[config.mk]
export PLATFORM = sky130hd
export DESIGN_NAME = bcd_calendar_date_advance_flat
export DESIGN_NICKNAME = d
export VERILOG_FILES = /design/src/hdl/bcda_pkg.sv /design/src/hdl/bcda_chan_if.sv /design/src/hdl/bcd_calendar_date_advance.sv /design/src/flat_wrapper.sv
export VERILOG_INCLUDE_DIRS = /design/src /design/src/hdl
export SDC_FILE = /design/constraint.sdc
export NUM_CORES = 1
export LEC_CHECK = 0
export ABC_CLOCK_PERIOD_IN_PS = 6300
export BUFFER_PORTS_ARGS = -buffer_cell sky130_fd_sc_hd__buf_4
export CORE_MARGIN = 4
export CORE_UTILIZATION = 59
export DETAILED_ROUTE_END_ITERATION = 10
export MAX_ROUTING_LAYER = met4
export PLACE_DENSITY = 0.92
export SLEW_MARGIN = 20
export SYNTH_ARGS = -nofsm -noshare
export SYNTH_HDL_FRONTEND = slang
export SYNTH_SLANG_ARGS = --single-unit
[constraint.sdc]
create_clock -name clk_i -period 6.3 [get_ports clk_i]
set_input_delay 0.315 -clock clk_i [delete_from_list [all_inputs] [get_ports clk_i]]
set_output_delay 0.315 -clock clk_i [all_outputs]
set_load 0.03 [all_outputs]
[src/hdl/bcd_calendar_date_advance_assert.svh]
// Assertion helpers for the calendar date block.
// They expect clk_i and rst_ni in the scope of use.
`ifndef BCD_CALENDAR_DATE_ADVANCE_ASSERT_SVH
`define BCD_CALENDAR_DATE_ADVANCE_ASSERT_SVH

// Same-cycle implication
`define BCDA_ASSERT_NOW(lbl, ante, cons, msg) \
  lbl: assert property (@(posedge clk_i) disable iff (!rst_ni) (ante) |-> (cons)) \
    else $error(msg);

// Next-cycle implication
`define BCDA_ASSERT_NEXT(lbl, ante, cons, msg) \
  lbl: assert property (@(posedge clk_i) disable iff (!rst_ni) (ante) |=> (cons)) \
    else $error(msg);

`endif

[src/hdl/bcda_pkg.sv]
package bcda_pkg;

  // Field widths of the channel words
  localparam int unsigned DayW   = 6;
  localparam int unsigned MonthW = 5;
  localparam int unsigned YearW  = 16;

  // Command codes
  localparam logic CmdLoad    = 1'b0;
  localparam logic CmdAdvance = 1'b1;

  typedef struct packed {
    logic              cmd;
    logic [DayW-1:0]   load_day_bcd;
    logic [MonthW-1:0] load_month_bcd;
    logic [YearW-1:0]  load_year_bcd;
  } in_word_t;

  typedef struct packed {
    logic [DayW-1:0]   day_bcd;
    logic [MonthW-1:0] month_bcd;
    logic [YearW-1:0]  year_bcd;
    logic              year_wrapped;
    logic              is_palindrome;
  } out_word_t;

  // Days in a month, non-leap; zero for a month outside 1..12
  function automatic logic [DayW-1:0] month_days(input logic [MonthW-1:0] mon);
    logic [DayW-1:0] len;
    len = '0;
    unique case (mon) inside
      5'd1, 5'd3, 5'd5, 5'd7, 5'd8, 5'd10, 5'd12: len = 6'd31;
      5'd4, 5'd6, 5'd9, 5'd11:                    len = 6'd30;
      5'd2:                                       len = 6'd28;
      default:                                    len = '0;
    endcase
    return len;
  endfunction

endpackage

[src/hdl/bcda_chan_if.sv]
// Valid/ready channel carrying one word per handshake
interface bcda_chan_if #(
  parameter type word_t = logic
) ();
  logic  valid;
  logic  ready;
  word_t word;

  modport source (output valid, output word, input ready);
  modport sink   (input valid, input word, output ready);
endinterface

[src/hdl/bcd_calendar_date_advance.sv]
// Packed-BCD calendar date counter. Each input word either loads a date
// (cmd = load) or steps the stored date forward by one day (cmd = advance),
// handling month lengths, Gregorian leap Februaries and month/year carries.
// Every word yields one output word with the new date, a year-wrap flag and
// a DDMMYYYY palindrome flag. One word per cycle is sustained unless the
// receiver stalls. A word passes an input register, one pass of the
// day/month/year carry logic and the result register; a stalled full result
// register holds a full input register. YEAR_DIGITS (4..8) sets the stored
// year width; the output year carries its low four digits. Reset date is 01-01-0001.
module bcd_calendar_date_advance #(
  parameter int unsigned YEAR_DIGITS = 4
) (
  input  logic        clk_i,
  input  logic        rst_ni,
  bcda_chan_if.sink   in_i,
  bcda_chan_if.source out_o
);
  import bcda_pkg::*;

  localparam int unsigned StYearW = 4 * YEAR_DIGITS;
  localparam int unsigned NumDig  = 4 + YEAR_DIGITS;

  // Pipeline registers
  in_word_t  in_q;
  logic      in_valid_q;
  out_word_t out_q;
  logic      out_valid_q;

  // Date state
  logic [DayW-1:0]    day_q, day_d;
  logic [MonthW-1:0]  month_q, month_d;
  logic [StYearW-1:0] year_q, year_d;
  logic               wrapped;
  logic               palin;

  logic advance;
  logic step;

  assign advance    = !out_valid_q || out_o.ready;
  assign step       = in_valid_q && advance;
  assign in_i.ready = !in_valid_q || advance;

  assign out_o.valid = out_valid_q;
  assign out_o.word  = out_q;

  // Next date
  always_comb begin
    logic [2:0]         dhi;
    logic [3:0]         dlo;
    logic [1:0]         mhi;
    logic [3:0]         mlo;
    logic [DayW-1:0]    day_v;
    logic [MonthW-1:0]  mon_cur;
    logic [MonthW-1:0]  mon_v;
    logic [DayW-1:0]    len;
    logic [7:0]         low_v;
    logic [7:0]         low_rem;
    logic [7:0]         hi_v;
    logic               ge100;
    logic               div100;
    logic               leap;
    logic               carry;
    logic [3:0]         dig;
    logic [StYearW-1:0] yinc;

    day_d   = day_q;
    month_d = month_q;
    year_d  = year_q;
    wrapped = 1'b0;

    // Leap test on raw nibble weights; only the low four digits matter
    low_v   = 8'(year_q[7:4]) * 8'd10 + 8'(year_q[3:0]);
    ge100   = (low_v >= 8'd100);
    low_rem = ge100 ? (low_v - 8'd100) : low_v;
    div100  = (low_rem == 8'd0);
    hi_v    = 8'(year_q[15:12]) * 8'd10 + 8'(year_q[11:8]) + 8'(ge100);
    leap    = ((low_v[1:0] == 2'd0) && !div100) || (div100 && (hi_v[1:0] == 2'd0));

    mon_cur = 5'(month_q[4]) * 5'd10 + 5'(month_q[3:0]);
    len     = month_days(mon_cur);
    if ((mon_cur == 5'd2) && leap) begin
      len = 6'd29;
    end

    // Day increment
    dhi = 3'(day_q[5:4]);
    dlo = day_q[3:0];
    if (dlo >= 4'd9) begin
      dlo = 4'd0;
      dhi = dhi + 3'd1;
    end else begin
      dlo = dlo + 4'd1;
    end
    day_v = 6'(dhi) * 6'd10 + 6'(dlo);

    // Month increment
    mhi = 2'(month_q[4]);
    mlo = month_q[3:0];
    if (mlo >= 4'd9) begin
      mlo = 4'd0;
      mhi = mhi + 2'd1;
    end else begin
      mlo = mlo + 4'd1;
    end
    mon_v = 5'(mhi) * 5'd10 + 5'(mlo);

    // Year increment, digit by digit
    carry = 1'b1;
    yinc  = year_q;
    for (int k = 0; k < int'(YEAR_DIGITS); k++) begin
      dig = year_q[4*k +: 4];
      if (carry) begin
        if (dig >= 4'd9) begin
          yinc[4*k +: 4] = 4'd0;
        end else begin
          yinc[4*k +: 4] = dig + 4'd1;
          carry          = 1'b0;
        end
      end
    end

    if (in_q.cmd == CmdLoad) begin
      day_d   = in_q.load_day_bcd;
      month_d = in_q.load_month_bcd;
      year_d  = StYearW'(in_q.load_year_bcd);
    end else if (day_v > len) begin
      day_d = 6'h01;
      if (mon_v > 5'd12) begin
        month_d = 5'h01;
        year_d  = yinc;
        wrapped = carry;
      end else begin
        month_d = {mhi[0], mlo};
      end
    end else begin
      day_d = {dhi[1:0], dlo};
    end
  end

  // Palindrome over DDMMYYYY of the new date
  always_comb begin
    logic [3:0] dg [NumDig];
    dg[0] = {2'b00, day_d[5:4]};
    dg[1] = day_d[3:0];
    dg[2] = {3'b000, month_d[4]};
    dg[3] = month_d[3:0];
    for (int i = 0; i < int'(YEAR_DIGITS); i++) begin
      dg[4 + i] = year_d[4*(int'(YEAR_DIGITS) - 1 - i) +: 4];
    end
    palin = 1'b1;
    for (int i = 0; i < int'(NumDig / 2); i++) begin
      if (dg[i] != dg[int'(NumDig) - 1 - i]) begin
        palin = 1'b0;
      end
    end
  end

  // Control and state registers
  always_ff @(posedge clk_i or negedge rst_ni) begin
    if (!rst_ni) begin
      in_valid_q  <= 1'b0;
      out_valid_q <= 1'b0;
      day_q       <= 6'h01;
      month_q     <= 5'h01;
      year_q      <= StYearW'(1);
    end else begin
      if (in_i.ready) begin
        in_valid_q <= in_i.valid;
      end
      if (advance) begin
        out_valid_q <= in_valid_q;
      end
      if (step) begin
        day_q   <= day_d;
        month_q <= month_d;
        year_q  <= year_d;
      end
    end
  end

  // Payload registers
  always_ff @(posedge clk_i) begin
    if (in_i.valid && in_i.ready) begin
      in_q <= in_i.word;
    end
    if (step) begin
      out_q.day_bcd       <= day_d;
      out_q.month_bcd     <= month_d;
      out_q.year_bcd      <= year_d[YearW-1:0];
      out_q.year_wrapped  <= wrapped;
      out_q.is_palindrome <= palin;
    end
  end

`include "bcd_calendar_date_advance_assert.svh"

  // A wrap always lands on 01-01 with a zero year
  `BCDA_ASSERT_NOW(a_wrap_date, out_valid_q && out_q.year_wrapped, (out_q.day_bcd == 6'h01) && (out_q.month_bcd == 5'h01) && (out_q.year_bcd == '0), "year wrap without 01-01-0000")
  // A load never reports a wrap
  `BCDA_ASSERT_NEXT(a_load_nowrap, step && (in_q.cmd == CmdLoad), !out_q.year_wrapped, "year wrap on load")
  // Stalled pipeline leaves the date alone
  `BCDA_ASSERT_NEXT(a_stall_hold, in_valid_q && out_valid_q && !out_o.ready, $stable(day_q) && $stable(month_q) && $stable(year_q), "date changed while stalled")

endmodule

[src/flat_wrapper.sv]
// flat-port wrapper written by rule: the top's interface ports become plain ports
module bcd_calendar_date_advance_flat import bcda_pkg::*;
#(
  parameter int unsigned YEAR_DIGITS = 4
)
  (clk_i, rst_ni, in_i_valid, in_i_word, in_i_ready, out_o_valid, out_o_word, out_o_ready);
  bcda_chan_if #(.word_t(in_word_t)) in_i_i ();
  bcda_chan_if #(.word_t(out_word_t)) out_o_i ();
  input  logic clk_i;
  input  logic rst_ni;
  input wire logic [$bits(in_i_i.valid)-1:0] in_i_valid;
  input wire logic [$bits(in_i_i.word)-1:0] in_i_word;
  output wire logic [$bits(in_i_i.ready)-1:0] in_i_ready;
  output wire logic [$bits(out_o_i.valid)-1:0] out_o_valid;
  output wire logic [$bits(out_o_i.word)-1:0] out_o_word;
  input wire logic [$bits(out_o_i.ready)-1:0] out_o_ready;
  assign in_i_i.valid = in_i_valid;
  assign in_i_i.word = in_i_word;
  assign in_i_ready = in_i_i.ready;
  assign out_o_valid = out_o_i.valid;
  assign out_o_word = out_o_i.word;
  assign out_o_i.ready = out_o_ready;
  bcd_calendar_date_advance #(.YEAR_DIGITS(YEAR_DIGITS)) u_core (.clk_i(clk_i), .rst_ni(rst_ni), .in_i(in_i_i), .out_o(out_o_i));
endmodule
### Word-level counts from Yosys, hierarchy flattened

Index checks and enable logic that the tools add are counted.
W data, S select, Z words.

| word-level totals | value |
|---|---|
| flip-flop bits (word level) | 86 |
| output and inout bits | 31 |
| word-level logic and storage cells | 106 |

| cells by class | value |
|---|---|
| $add $sub $neg | 15 |
| $mul | 5 |
| magnitude comparators | 9 |
| eq/ne operators | 16 |
| mux-type cells | 29 |
| reduce and logical (&&, ||, !) cells | 18 |

Operator list:

| kind | number |
|---|---|
| $mux W16 | 3 |
| $mux W4 | 9 |
| $eq A5 B4 Y1 const B | 5 |
| $add A4 B1 Y4 const B | 6 |
| $ge A4 B4 Y1 const B | 6 |
| $eq A5 B3 Y1 const B | 4 |
| $mux W5 | 4 |
| $pmux W5 S3 | 1 |
| $mux W6 | 2 |
| $add A5 B4 Y5 | 2 |
| $eq A5 B2 Y1 const B | 2 |
| $add A8 B4 Y8 | 1 |
| $ge A8 B7 Y1 const B | 1 |
| $logic_not A8 Y1 | 1 |
| $mux W8 | 1 |
| $ne A4 B4 Y1 | 2 |
| $sub A8 B7 Y8 const B | 1 |
| $mul A4 B3 Y7 const B | 1 |
| $mux W1 | 7 |
| $reduce_or A7 Y1 | 1 |
| $add A6 B4 Y6 | 1 |
| $gt A6 B5 Y1 | 1 |
| $eq A5 B1 Y1 const B | 1 |
| $gt A5 B4 Y1 const B | 1 |
| other kinds (19) | 28 |

### Depth between registers and ports, before layout

Gate-level depths: netlist of run 1.

| depth | value |
|---|---|
| depth in word-level cells | 15 |
| mapped depth | 27 |
| gate-level depth less buffers | 26 |

### Worst setup path after synthesis of run 1

No wires, ideal clock.

| path | value |
|---|---|
| kind | register to register |
| start point | register u_core.year_q[5] |
| end point | register u_core.out_q, in the netlist u_core.out_o.word[0] (data pin) |
| library setup time | 0.170 ns |
| arrival time | 4.836 ns |
| path slack | 1.294 ns |
| stages on the path, launching flop included | 24 |
| path buffers | 0 |
| cell sequence | dfrtp_1 ha_1 ha_1 fa_1 xor2_1 nor2_1 a32oi_1 o21bai_1 ha_1 xnor2_1 xnor2_1 o22ai_1 o31ai_1 a21boi_0 ha_1 nor2b_1 o21ai_0 a32o_1 o21a_1 or4b_4 a31o_1 a211oi_2 nand4_1 nor4_2 |

| between the ends | value |
|---|---|
| cells in the longest elaborated chain, start to end | 15 |

RTL lines:

| element | RTL line | text |
|---|---|---|
| start: declaration | bcd_calendar_date_advance.sv:32 | `logic [StYearW-1:0] year_q, year_d;` |
| start signal: assignment | bcd_calendar_date_advance.sv:165 | `year_q <= StYearW'(1);` |
| start signal: assignment | bcd_calendar_date_advance.sv:176 | `year_q <= year_d;` |
| $mul A4 B3 Y7 | bcd_calendar_date_advance.sv:72 | `low_v = 8'(year_q[7:4]) * 8'd10 + 8'(year_q[3:0]);` |
| $add A8 B4 Y8 | bcd_calendar_date_advance.sv:72 |  |
| $sub A8 B7 Y8 or $ge A8 B7 Y1 (tied branches) | bcd_calendar_date_advance.sv:74, bcd_calendar_date_advance.sv:73 |  |
| $mux W8 | bcd_calendar_date_advance.sv:74 | `low_rem = ge100 ? (low_v - 8'd100) : low_v;` |
| $logic_not A8 Y1 | bcd_calendar_date_advance.sv:75 | `div100 = (low_rem == 8'd0);` |
| $logic_not A1 Y1 | bcd_calendar_date_advance.sv:77 | `leap = ((low_v[1:0] == 2'd0) && !div100) \|\| (div100 && (hi_v[1:0] == 2'd0));` |
| $logic_and A1 B1 Y1 | bcd_calendar_date_advance.sv:77 |  |
| $logic_or A1 B1 Y1 | bcd_calendar_date_advance.sv:77 |  |
| $logic_and A1 B1 Y1 | bcd_calendar_date_advance.sv:81 | `if ((mon_cur == 5'd2) && leap) begin` |
| $mux W5 | bcd_calendar_date_advance.sv:81 |  |
| $gt A6 B5 Y1 | bcd_calendar_date_advance.sv:126 | `end else if (day_v > len) begin` |
| $mux W5 (tied with other cells) | bcd_calendar_date_advance.sv:126 |  |
| $mux W5 (tied with other cells) | bcd_calendar_date_advance.sv:122 | `if (in_q.cmd == CmdLoad) begin` |
| $ne A4 B4 Y1 (tied with other cells) | bcd_calendar_date_advance.sv:152 | `if (dg[i] != dg[int'(NumDig) - 1 - i]) begin` |
| $reduce_or A3 Y1 (no source line) or $mux W1 (tied branches) | -- |  |
| end: declaration | bcd_calendar_date_advance.sv:26 | `out_word_t out_q;` |

Several ways; a longest one is shown, not always the timed one.
A chain may end at the register's enable or synchronous reset.

### Worst setup path after layout of run 1

Ends and elaborated chain as after synthesis.

==> qor.yml, run 1 <==
startpoint_type: "flop"
grt_usage_pct: 27.47
drtPass1Iterations: 5
clk_pin_slew_ps: 100
cp-endpoint: "u_core.out_o.word[0]$_SDFFCE_PP0P_"
critPathKind: "flop to flop"
hold_class: "primary input to flop"
max_stage_delay_ps: 590
rrSetupSlack_ps: 440
worstPathCellList: "ha_1 > ha_1 > fa_1 > xor2_1 > nor2_1 > a32oi_1 > o21bai_1 > ha_1 > xnor2_1 > xnor2_1 > o22ai_1 > o31ai_1 > a21boi_0 > ha_1 > nor2b_1 > o21ai_0 > a32o_1 > o21a_2 > or4b_4 > a31o_1 > a211oi_2 > nand4_1 > nor4_2"
cts_tree: "yes"
wl_per_cell_um: 19.89
worst-endpoint-required_ps: 6510
yosysSeqAreaShare_pct: 46.01
synth_edf_count: 57
synth_top_area_cell: "edfxtp_1"
synth_adder_area_share_pct: 12.36
synth-async-reset-ratio_pct: 33.72
drt-initial-drc-count: 327
clock_path_buffers: 2
end_kind: "flop"
ys_warn_count: 0
max_cap_violations: 0
drive_gt1_share_pct: 19.28
synth-compound-area-share_pct: 14.88
path_max_fanout: 23
die_h_um: 102.8
nets: 663
post_cts_buffers: 0
path_depth: 23
drc_errors: 0
antenna_found_initial: 0
die_area_sq_um: 10570
start_util_pct: 60.83
synthCells: 520
synthXorXnorAreaFrac_pct: 2.972
avgSynthCellArea_sq_um: 10.20
place_hpwl_mm: 9.856
cp.buffers_inverters: 0
slowest_stage: "or4b_4"
synth.distinct_cells: 65
grt_pass1_wl_mm: 21.42
hold_ws_ps: 99.35
core_sq_um: 8721
cp_data_arrival_time_ps: 6070
row_count: 34
num_vias: 4467
max_freq_mhz: 170.5
viasPerCell: 6.437
outcome: "finished clean"
cp_common_cell: "ha_1"
finalCritPeriodShare_pct: 93.09
ios: 63
r2r_end: "u_core.out_o.word[0]$_SDFFCE_PP0P_"
crit_start: "u_core.year_q[5]$_DFFE_PN0P_"
tightest_slew_ps: 691.3
numCtsBuffers: 9
finalCriticalPeriod_ps: 5865
setup_tns_ps: 0
grt_max_degree: 47
drt.antenna.violating_nets: 0
chipWidth_um: 102.8
wirelength_mm: 13.80
synthSimpleGateAreaFrac_pct: 16.39
finalHoldViolCount: 0
clock_sinks: 86
reg2reg_from: "u_core.year_q[5]$_DFFE_PN0P_"
relSlewSlack_pct: 53.61
finalWeightedCongestion: 0.9147
synth.mux.area_fraction_pct: 2.972
setup_violations: 0
crit_family: "compound AO/OA/AOI/OAI gates"
htreeDepth: 3
synth.cell_area_sq_um: 5305
portBuffers: 62
synth_top_family_by_area: "simple AND/OR/NAND/NOR gates"
area_growth_pct: 14.34
synth-main-ff-cell: "edfxtp_1"
grt_overflow: 0
diodes: 0
worst_r2r_path_depth: 23
ys_ff_latch: 86
worst_clock_skew_ps: 17.33
rsz0062_at_grt: "false"
grt_pass1_vias: 4352
slew_viol_final: 0
synth_nets: 602
synth_area_leaders: "edfxtp_1 32%, dfrtp_1 12%, ha_1 11%, nand2_1 3.0%, mux2_2 3.0%"
clk_latency_ps: 380
root_buffer: "clkbuf_8"
synth_top_area_share_pct: 32.26
## worst reg2reg max path: cells and delay by family (launching register included)
| family | cells | cell delay [ps] |
|---|---|---|
| compound gates | 10 | 2040 |
| xor+xnor | 3 | 630 |
| fa+ha+maj | 5 | 1360 |
| flops | 1 | 470 |
| simple gates | 5 | 1210 |
## how the worst min path moves through the flow
stage	start	end	slack [ps]	depth (start not counted)
floorplan	rst_ni	u_core.day_q[1]$_DFFE_PN0P_	20	0
global placement	rst_ni	u_core.year_q[3]$_DFFE_PN0P_	290	1
detailed placement	rst_ni	u_core.year_q[7]$_DFFE_PN0P_	300	1
CTS	in_i_word[27]	u_core.in_q[27]$_DFFE_PP_	100	1
global route	in_i_word[4]	u_core.in_q[4]$_DFFE_PP_	90	1
finish	in_i_word[5]	u_core.in_q[5]$_DFFE_PP_	100	1
## repair_timing
action	CTS	global route
endpoints found under the hold margin	26	0
hold buffers	1	0
resized for setup	0	5
endpoints found under the setup margin	0	1
## state kept, by name, indices dropped and copies added, names as in the netlist
signal / cells
u_core.day_q: 6
u_core.in_valid_q: 1
u_core.in_q: 28
u_core.month_q: 5
u_core.out_o.word: 29
u_core.out_o.valid: 1
u_core.year_q: 16
## layout by cell type, fill, tap and decap left out, types with 6 or more instances in the layout
cell type	netlist	routed
nor3_1	9	9
nand3_1	15	15
o211ai_1	6	6
edfxtp_1	57	57
o21ai_0	29	29
nor2b_1	13	13
xnor2_1	9	9
nand4_1	6	6
and2_1	9	9
inv_1	41	41
nor2_1	42	42
nand2_1	43	43
ha_1	46	46
dfrtp_1	26	25
buf_4	0	67
a21oi_1	25	25
clkbuf_8	0	9
a31oi_1	18	18
mux2_2	14	14
xor2_1	9	9
and3_1	8	8
## synth_stat cells, drive strengths merged, types with 6 or more instances
library cell and number:
edfxtp 57, ha 46, nand2 43, inv 42
nor2 42, o21ai 31, dfrtp 26, a21oi 25
a31oi 18, nand3 15, clkbuf 14, mux2 14
nor2b 13, and2 9, nor3 9, xnor2 9
xor2 9, and3 8, nand4 6, o211ai 6
## routing by layer
| metal | vias to the layer above | global-route usage, % | routed length (um) |
|---|---|---|---|
| li1 | 2016 | - | - |
| met5 | - | - | 0 |
| met1 | 2136 | 32.37 | 5106 |
| met4 | 0 | 11.85 | 577 |
| met2 | 249 | 45.23 | 6932 |
| met3 | 66 | 6.360 | 1185 |
## cells by family after synthesis
logic type | Yosys count
multiplexers | 14
flip-flops | 86
AND/OR/NAND/NOR | 170
XOR/XNOR | 18
AO/OA/AOI/OAI | 122
buffers and inverters | 60
adder cells (fa/ha/maj) | 50
## final cells by class
cell class / instances / area (sq um)
fill: 606 / 2655
timing repair buffer: 68 / 513.0
clock buffer: 9 / 123.9
clock inverter: 7 / 57.56
multi-input combinational: 374 / 2636
tap: 108 / 135.1
sequential: 86 / 2442
inverter: 42 / 157.7
## stage by stage
stage	std cells	utilization (%)	setup WS [ps]	cell area [sq um]
finish	694	69.56	435.3	6066
detailed placement	677	67.27	315.8	5867
floorplan	520	-	1294	5305
CTS	694	69.47	260.4	6058
global route	694	69.56	11.28	6066
global placement	677	67.27	728.3	5867
Power of run 1 is left out: the tool's default activity adds up to more than one toggle a clock period on the data nets, which glitch-free logic cannot reach.
==> run 2: changes to the inputs <==
ABC_CLOCK_PERIOD_IN_PS = 6800   (was 6300)
CORE_UTILIZATION = 35   (was 59)
PLACE_DENSITY = 0.64   (was 0.92)
clock period = 6.8 ns   (was 6.3 ns; I/O delays follow)
==> qor.yml, run 2 (synthesized netlist as in run 1, its figures left out) <==
num_vias: 4215  # -5.6%
die_area_sq_um: 17190  # +63%
setup_tns_ps: 0  # unchanged
cp_data_arrival_time_ps: 6250  # +180 ps
core_sq_um: 14700  # +69%
nets: 664  # +0.15%
finalHoldViolCount: 0  # unchanged
cp_common_cell: "ha_1"
fin_util_pct: 42.48  # -27 points
rsz0062_at_grt: "false"
clock_sinks: 86  # unchanged
die_h_um: 131.1  # +28%
antenna_found_initial: 0  # unchanged
startpoint_type: "flop"
finalCriticalPeriod_ps: 6069  # +204.8 ps
numCtsBuffers: 9  # unchanged
area_growth_pct: 17.71
drt-initial-drc-count: 405  # +24%
grt_max_degree: 49  # +4.3%
finalWeightedCongestion: 0.9334  # +2.0%
portBuffers: 62  # unchanged
drtPass1Iterations: 5  # unchanged
clock_path_buffers: 2  # unchanged
drive_gt1_share_pct: 18.74  # -0.54 points
drc_errors: 0  # unchanged
largest_register_ffs: 29  # unchanged
layout_commonest_cell: "buf_4"
worst_clock_skew_ps: 11.86  # -5.474 ps
slowest_stage: "or4b_4"
hold_class: "primary input to flop"
chipWidth_um: 131.1  # +28%
end_kind: "flop"
place_hpwl_mm: 10.23  # +3.8%
grt_usage_pct: 16.85  # -11 points
most-common-layout-cells: "68 x buf_4, 57 x edfxtp_1, 46 x ha_1"
clk_latency_ps: 350  # -30 ps
worstPathCellList: "ha_1 > ha_1 > fa_1 > xor2_1 > nor2_1 > a32oi_1 > o21bai_1 > ha_1 > xnor2_1 > xnor2_1 > o22ai_1 > o31ai_1 > a21boi_0 > ha_1 > nor2b_1 > o21ai_0 > a32o_1 > o21a_1 > or4b_4 > a31o_1 > a211oi_2 > nand4_1 > nor4_2"
wirelength_met1_mm: 6.470  # +27%
path_depth: 23  # unchanged
post_cts_buffers: 0  # unchanged
fin_ws_ps: 730.5  # +295.2 ps
dp_slack_ps: 808.4  # +492.6 ps
grt_pass1_wl_mm: 22.47  # +4.9%
cts_tree: "yes"
cp.buffers_inverters: 0  # unchanged
finalCritPeriodShare_pct: 89.26  # -3.8 points
root_buffer: "clkbuf_16"
drt.antenna.violating_nets: 0  # unchanged
top_layer: "met4"
met3_length_um: 812  # -31%
crit_family: "compound AO/OA/AOI/OAI gates"
grt_pass1_vias: 4272  # -1.8%
path_max_fanout: 18  # -22%
worst-endpoint-required_ps: 6980  # +470 ps
relSlewSlack_pct: 49.47  # -4.1 points
grt_overflow: 0  # unchanged
max_freq_mhz: 164.8  # -3.4%
row_count: 44  # +29%
ios: 63  # unchanged
slew_viol_final: 0  # unchanged
max_cap_violations: 0  # unchanged
worst_r2r_path_depth: 23  # unchanged
viasPerCell: 5.467  # -15%
wl_per_cell_um: 18.19  # -8.5%
fillCellCount: 1387  # +130%
max_stage_delay_ps: 640  # +50 ps
critPathKind: "flop to flop"
clk_pin_slew_ps: 70  # -30 ps
tightest_slew_ps: 757.2  # +65.93 ps
outcome: "finished clean"
diodes: 0  # unchanged
start_util_pct: 36.09  # -25 points
min_path_cells: 1  # unchanged
wl_met2_mm: 6.465  # -6.7%
htreeDepth: 3  # unchanged
setup_violations: 0  # unchanged
wirelength_mm: 14.02  # +1.6%
-- run 2: cell count changes in the layout (fill, tap and decap cells not counted), moves of 2 or more --
cell       delta
clkbuf_8      -9
clkinv_4      -3
clkinv_2      +2
clkbuf_16     +9
clkbuf_1      +3
-- run 2: worst register-to-register path, stage by stage, from the launching register on --
cell and delay (ps):
dfrtp_1 580, ha_1 330, ha_1 200, fa_1 430, xor2_1 270, nor2_1 110
a32oi_1 310, o21bai_1 120, ha_1 200, xnor2_1 160, xnor2_1 130, o22ai_1 90
o31ai_1 230, a21boi_0 150, ha_1 210, nor2b_1 110, o21ai_0 90, a32o_1 270
o21a_1 380, or4b_4 640, a31o_1 280, a211oi_2 220, nand4_1 120, nor4_2 250
-- run 2: area by class of cell --
class	instances	area, sq um	area share (%)
timing repair buffer	69	520.5	8.335
clock inverter	4	25.02	0.4007
inverter	42	157.7	2.525
multi-input combinational	374	2634	42.18
sequential	86	2441	39.09
tap	184	230.2	3.687
clock buffer	12	236.5	3.787
-- run 2: repair_timing --
item / CTS / global route
hold endpoints to repair: 26 / 0
resized for setup: 0 / 0
hold buffers: 1 / 0
-- run 2: path summary, 6_finish.rpt --
check                                              startpoint                                  to  slack, ps
min in group asynchronous                              rst_ni         u_core.day_q[5]$_DFFE_PN0P_        470
worst min-delay path                             in_i_word[1]            u_core.in_q[1]$_DFFE_PP_        170
worst min register to register  u_core.in_valid_q$_DFFE_PN0N_      u_core.out_o.valid$_DFFE_PN0P_        490
worst max register to register   u_core.year_q[7]$_DFFE_PN0P_  u_core.out_o.word[0]$_SDFFCE_PP0P_        730
max in group asynchronous                              rst_ni       u_core.month_q[0]$_DFFE_PN1P_       5970
worst max-delay path             u_core.year_q[7]$_DFFE_PN0P_  u_core.out_o.word[0]$_SDFFCE_PP0P_        730
-- run 2: stage by stage --
stage          hold slack, ps  instances  area [sq um]
2_1_floorplan           44.41        520          5305
3_3_place_gp            313.2        754          5969
3_5_place_dp            324.3        754          5969
4_1_cts                 155.8        771          6241
5_1_grt                 144.6        771          6245
6_report                165.9        771          6245
-- run 2: routing by layer --
metal	vias up	global-route usage [%]
met5	-	-
met4	0	4.784
met3	22	4.358
met2	151	26.58
met1	2026	21.62
li1	2016	-
Power of run 2 is left out for the same reason.
